==> config.mk <==
export PLATFORM = sky130hd
export DESIGN_NAME = mnns_div
export DESIGN_NICKNAME = d
export VERILOG_FILES = /design/src/sv/mean_nearest_neighbor_sigma_top_assert.svh /design/src/sv/mnns_pkg.sv /design/src/sv/mnns_div.sv
export SDC_FILE = /design/constraint.sdc
export NUM_CORES = 1
export LEC_CHECK = 0
export BUFFER_PORTS_ARGS = -buffer_cell sky130_fd_sc_hd__buf_2
export CAP_MARGIN = 5
export CORE_MARGIN = 5
export CORE_UTILIZATION = 50
export DETAILED_ROUTE_END_ITERATION = 8
export PLACE_DENSITY = 0.77
export SYNTH_ARGS = -nofsm -noshare
export SYNTH_HDL_FRONTEND = slang
export SYNTH_SLANG_ARGS = --single-unit
==> constraint.sdc <==
create_clock -name aclk -period 5.1 [get_ports aclk]
set_clock_uncertainty 0.2 [all_clocks]
set_input_delay 1.02 -clock aclk [delete_from_list [all_inputs] [get_ports aclk]]
set_output_delay 1.02 -clock aclk [all_outputs]
set_load 0.02 [all_outputs]
==> src/sv/mean_nearest_neighbor_sigma_top_assert.svh <==
// Assertion macros for the mean nearest-neighbor sigma block.
`ifndef MEAN_NEAREST_NEIGHBOR_SIGMA_TOP_ASSERT_SVH
`define MEAN_NEAREST_NEIGHBOR_SIGMA_TOP_ASSERT_SVH
// Asserts that an antecedent implies a consequent in the same cycle.
`define MNNS_ASSERT_IMP(lbl, clk, rstn, ante, cons, msg) \
    lbl: assert property (@(posedge clk) disable iff (!rstn) (ante) |-> (cons)) \
        else $error(msg);
// Asserts that an antecedent implies a consequent in the next cycle.
`define MNNS_ASSERT_NEXT(lbl, clk, rstn, ante, cons, msg) \
    lbl: assert property (@(posedge clk) disable iff (!rstn) (ante) |=> (cons)) \
        else $error(msg);
`endif

==> src/sv/mnns_pkg.sv <==
// Package with constants and types for the mean nearest-neighbor sigma block.
package mnns_pkg;
    localparam int unsigned MAX_POINTS_DEF    = 4096;
    localparam int unsigned COORD_BITS_DEF    = 16;
    localparam int unsigned SAMPLE_TARGET_DEF = 1000;
    localparam logic [47:0] DEFAULT_SIGMA     = 48'd6553600;
    localparam logic [47:0] SIGMA_MAX         = 48'hFFFF_FFFF_FFFF;
    localparam logic [31:0] COORD_SCALE_RST   = 32'd65536;
    localparam logic [0:0]  REG_COORD_SCALE   = 1'b0;
    localparam logic [0:0]  REG_MIN_SIGMA     = 1'b1;

    typedef enum logic [1:0] {
        ST_OK        = 2'd0,
        ST_FEW       = 2'd1,
        ST_NO_DIST   = 2'd2,
        ST_THRESHOLD = 2'd3
    } status_t;

    typedef struct packed {
        logic start;
        logic busy;
    } div_ctrl_t;
endpackage

==> src/sv/mnns_div.sv <==
// Restoring divider, one quotient bit per cycle, shared by all divisions.
module mnns_div
    import mnns_pkg::*;
#(
    parameter int unsigned NW = 80,
    parameter int unsigned DW = 32
) (
    input  logic          aclk,
    input  logic          aresetn,
    input  div_ctrl_t     ctrl_in,
    input  logic [NW-1:0] num,
    input  logic [DW-1:0] den,
    output logic          done,
    output logic [NW-1:0] quo,
    output logic [DW-1:0] rem
);
    localparam int unsigned CW = $clog2(NW + 1);

    logic [NW-1:0] q_reg;
    logic [DW:0]   r_reg;
    logic [DW-1:0] d_reg;
    logic [CW-1:0] cnt_reg;
    logic          run_reg;
    logic [DW:0]   trial;
    logic [DW:0]   diff;

    assign trial = {r_reg[DW-1:0], q_reg[NW-1]};
    assign diff  = trial - {1'b0, d_reg};

    always_ff @(posedge aclk) begin
        if (!aresetn) begin
            run_reg <= 1'b0;
            done    <= 1'b0;
            cnt_reg <= '0;
        end else begin
            done <= 1'b0;
            if (ctrl_in.start) begin
                q_reg   <= num;
                r_reg   <= '0;
                d_reg   <= den;
                cnt_reg <= CW'(NW);
                run_reg <= 1'b1;
            end else if (run_reg) begin
                if (trial >= {1'b0, d_reg}) begin
                    r_reg <= diff;
                    q_reg <= {q_reg[NW-2:0], 1'b1};
                end else begin
                    r_reg <= trial;
                    q_reg <= {q_reg[NW-2:0], 1'b0};
                end
                cnt_reg <= cnt_reg - 1'b1;
                if (cnt_reg == CW'(1)) begin
                    run_reg <= 1'b0;
                    done    <= 1'b1;
                end
            end
        end
    end

    assign quo = q_reg;
    assign rem = r_reg[DW-1:0];
endmodule

==> results.toml, run 1 <==
[critical_path]
r2r_slack_ns = 1.31
arrival_ns = 3.83
crit_slowest_cell = "nor2_2"
startpoint_type = "register"
slowest_delay_ns = 0.65
path_cells = "ha_1, nand4_2, or4_1, o31a_1, o211ai_2, a211oi_2, nor2_2, buf_4, nor2_1, a211oi_1"
worst-path-buf-inv = 1
end_kind = "register"
crit_family = "simple AND/OR/NAND/NOR gates"
cp_max_fo = 20
worstRegToRegCells = 10
crit_required_ns = 5.14
cp.depth = 10
reg2reg_to = "r_reg[8]"
r2r-start = "r_reg[15]"
critical_path_class = "register to register"

[yosys]
netlist_top_cells_count = "edfxtp_1 (144), mux2_2 (80), nand2_1 (69)"
synth_edf_count = 144
ys_types = 58
synth_top_flop_cell = "edfxtp_1"
async_flop_share_pct = 0
synth_top_area_cell = "edfxtp_1"
avgSynthCellArea_um2 = 12.05
synth_cells = 667
netlist.area_leader.share_pct = 53.80
ys_ff_latch = 153
synth_area_um2 = 8038
synthMostInstantiatedCell = "edfxtp_1"
synthTopCellsByArea = "edfxtp_1 (54%), mux2_2 (11%), ha_1 (5.3%)"
syn-num-nets = 818
synth_seq_area_share_pct = 56.04
yosys_warnings = 0

[clocking]
root_buffer = "clkbuf_16"
clock_latency_ns = 0.42
cts_buffers = 17
hold_buffers = 0
cts.sinks = 153
clkTransAtPathRegs_ns = 0.07
ctsResizeCount = 0
htreeDepth = 4
cts_tree = "built"
clk_path_buf_depth = 2
postCtsSetupRepairBufs = 0

[global_routing]
grt_first_pass_wirelength_mm = 32.36
grt_max_degree = 66
grt_pass1_vias = 6427
grtUsageTotal_pct = 22.28
antenna_found_initial = 3
grt_overflow = 0

[hold_path]
hp-class = "register to register"
hold_start = "cnt_reg[1]"
worstHoldEndpoint = "cnt_reg[1]"
hold_depth = 2

[final_layout]
largest_reg_flops = 80
drive_gt1_share_pct = 38.85
antenna_cells = 0
syn_to_final_growth_pct = 24.03
layout.nets = 1044
instances_no_fill = 1122
post-route-util_pct = 62.99
final_area_um2 = 9970

[floorplan]
die-area_um2 = 18710
fp.dieH_um = 136.8
ioPinCount = 229
start_util_pct = 50.78
coreArea_um2 = 15830
rows = 46
die-width_um = 136.8

[pwr]
p_leak_nw = 4.193
ir_worst_vdd_uv = 286.2
powerDensity_nw_per_um2 = 371.9

[sta]
fmax_mhz = 264.0
setup_tns_ns = 0
period_needed_ns = 3.788
worstMarginPinSlew_ns = 0.7784
hold_viol = 0
setup_viol = 0
relSlewSlack_pct = 48.11
finalCritPeriodShare_pct = 74.28
slew_violations = 0
rsz0062_at_grt = "false"

[placed_design]
place.gp.congestion = 0.8731
hpwl_mm = 15.17
io_buffers = 227
placed_area_um2 = 9392
placedCellCount = 1090

[routing]
post_drt_wl_per_cell_um = 18.33
drt_wl_total_mm = 20.57
via_per_inst = 5.415
dr.first_iter.drc_count = 313
vias = 6076
firstDrtPassIters = 4
drc_errors = 0
antenna_left = 0

[flow_run]
drv_cap = 0

[run_status]
status = "finished, final reports clean"
[worst min-delay path, cell delays in order (launching register included)]
cell      delay [ns]
dfxtp_1         0.32
nor2_1          0.08
a211oi_1        0.05
[layer usage]
layer / track usage (%) / vias up / wire length, um
met5: 0 / - / 34
met4: 6.596 / 6 / 391
met3: 8.015 / 33 / 1582
met2: 38.09 / 205 / 10200
met1: 26.48 / 2894 / 8360
li1: - / 2938 / -
[area by class of cell]
cell class	instances	area (um2)
Fill cell	1258	5858
Sequential cell	153	4504
Multi-Input combinational cell	447	3276
Timing Repair Buffer	234	1191
Clock buffer	17	425.4
Tap cell	216	270.3
Clock inverter	15	152.6
Inverter	40	150.1
[kinds of logic after synthesis]
kind of cell	Yosys count	synth area share [%]
and+or+nand+nor	157	9.278
DFF	153	56.04
muxes	81	11.33
AOI/OAI and AO/OA	148	11.68
xor gates and xnor gates	26	2.833
buffers and inverters	67	3.300
adders and majority gates	35	5.542
[per-stage QoR]
stage	worst slack (ns)	hold slack [ns]	power (mW)
global route	1.070	0.3229	3.896
finish	1.312	0.2995	3.707
floorplan	0.2993	0.2403	2.226
CTS	1.329	0.2950	3.732
detailed placement	1.342	0.2821	2.479
global placement	1.387	0.2818	2.459
[layout by cell type, fill, tap and decap left out, types with 10 or more instances in the layout]
master,count
nor2_1,30
nand2_1,69
buf_2,226
clkbuf_16,17
inv_1,40
a21o_1,18
a211oi_1,12
xnor2_1,16
o21ai_0,30
a21oi_1,49
edfxtp_1,144
xor2_1,10
mux2_2,80
ha_1,34
[how the worst max path moves through the flow]
stage / from / endpoint / slack (ns)
after global placement: r_reg[15] / r_reg[18] / 1.39
after CTS: r_reg[15] / r_reg[18] / 1.33
after floorplan: ctrl_in[1] / run_reg / 0.30
after detailed placement: r_reg[15] / r_reg[8] / 1.34
after global routing: r_reg[5] / r_reg[18] / 1.07
final: r_reg[15] / r_reg[8] / 1.31
[power breakdown]
group          switching [mW]  internal, mW
Sequential             0.0581          1.51
Combinational           0.538         0.352
Clock                   0.562         0.691
(Power assumes the default switching activity.)
==> run 2, diff against run 1 <==
- clock period: 5.1 -> 3.7 ns (I/O delays scaled with it)
==> results.toml, run 2 (same netlist as run 1, synthesis figures left out) <==
[clocking]
cts_tree = "built"
root_buffer = "clkbuf_16"
postCtsSetupRepairBufs = 0
clk_path_buf_depth = 2
cts_buffers = 17
clkTransAtPathRegs_ns = 0.07
htreeDepth = 4
ctsResizeCount = 0
hold_buffers = 0
cts.sinks = 153
clock_latency_ns = 0.43

[global_routing]
grtUsageTotal_pct = 22.20
grt_max_degree = 91
grt_pass1_vias = 6392
antenna_found_initial = 3
grt_overflow = 0
grt_first_pass_wirelength_mm = 32.00

[final_layout]
layout.nets = 1054
largest_reg_flops = 80
syn_to_final_growth_pct = 25.76
final_area_um2 = 10110
final_common_cell = "buf_2"
nFillCells = 1213
mostFrequentLayoutCells = "buf_2 (226), edfxtp_1 (144), mux2_2 (80)"
drive_gt1_share_pct = 39.52

[floorplan]
rows = 46
coreArea_um2 = 15830
ioPinCount = 229
start_util_pct = 50.78
fp.dieH_um = 136.8
die-width_um = 136.8
die-area_um2 = 18710

[routing]
vias = 6203
firstDrtPassIters = 6
via_per_inst = 5.470
drt_wl_total_mm = 20.68
dr.first_iter.drc_count = 402
antenna_left = 0
drc_errors = 0
post_drt_wl_per_cell_um = 18.24

[placed_design]
place.gp.congestion = 0.8743
io_buffers = 227
placed_area_um2 = 9517
hpwl_mm = 15.43

[critical_path]
critical_path_class = "register to register"
arrival_ns = 3.48
crit_required_ns = 3.76
cp_max_fo = 15
startpoint_type = "register"
end_kind = "register"

[sta]
rsz0062_at_grt = "false"
slew_violations = 0
period_needed_ns = 3.419
finalCritPeriodShare_pct = 92.40
setup_viol = 0
fmax_mhz = 292.5
setup_tns_ns = 0
worstMarginPinSlew_ns = 0.5193
fin_hold_ws_ns = 0.2839
hold_viol = 0
relSlewSlack_pct = 65.38

[pwr]
intPower_mw = 3.615
power_switching_mw = 1.586
p_leak_nw = 4.280
powerDensity_nw_per_um2 = 514.6
swShare_pct = 30.50
pwr-share-seq_pct = 41.5
p_clk_share_pct = 33.8
ir_worst_vdd_uv = 478.0
p_comb_share_pct = 24.7

[run_status]
status = "finished, final reports clean"

[flow_run]
drv_cap = 0

[hold_path]
hp-class = "primary input to register"
==> run 2: metal layers <==
layer / GRT usage (%) / vias to the layer above / part of all wire, %
met5: 0 / - / 0.12
met4: 7.151 / 4 / 1.9
met3: 8.640 / 35 / 8.9
met2: 37.92 / 229 / 50
met1: 25.72 / 2973 / 39
li1: - / 2962 / -
==> run 2: stage by stage <==
step	setup slack, ns	power (mW)	cells	utilization, %
6_report	0.2814	5.202	1134	63.87
5_1_grt	0.1024	5.460	1132	63.83
4_1_cts	0.1578	5.230	1132	63.83
3_5_place_dp	0.1939	3.470	1100	60.13
3_3_place_gp	0.2738	3.437	1100	60.13
2_1_floorplan	0.3466	3.064	667	-
==> run 2: path summary, 6_finish.rpt <==
path	to	cells after the start	startpoint	slack (ns)
hold / removal	d_reg[8]	1	den[8]	0.28
hold reg to reg	done	1	cnt_reg[6]	0.31
setup reg to reg	r_reg[11]	9	r_reg[16]	0.28
setup / recovery	r_reg[11]	9	r_reg[16]	0.28
==> run 2: power groups by stage <==
stage	sequential (mW)	combinational (mW)	clock, mW
after floorplan	2.30	0.760	0
after global placement	2.19	1.25	0
after detailed placement	2.19	1.28	0
after CTS	2.16	1.29	1.78
after global routing	2.17	1.41	1.87
final	2.16	1.28	1.76
==> run 2: worst max-delay path: stages, from the launching register on <==
cell and delay [ns]:
edfxtp_1 0.43, ha_1 0.41, nand4_2 0.16, or4_1 0.54, o31a_1 0.30, o211ai_2 0.07, a211oi_2 0.08, or2_2 0.49
or3b_1 0.43, a21oi_1 0.15
==> run 2: area by class of cell <==
cell class	count	area [um2]	area share [%]
flip-flops and latches	153	4504	44.56
multi-input cells	447	3276	32.41
repair buffers	244	1316	13.02
clock buffers	17	425.4	4.208
well taps	216	270.3	2.674
clock inverters	15	161.4	1.597
inverters	40	150.1	1.485
diodes	2	5.005	0.04951
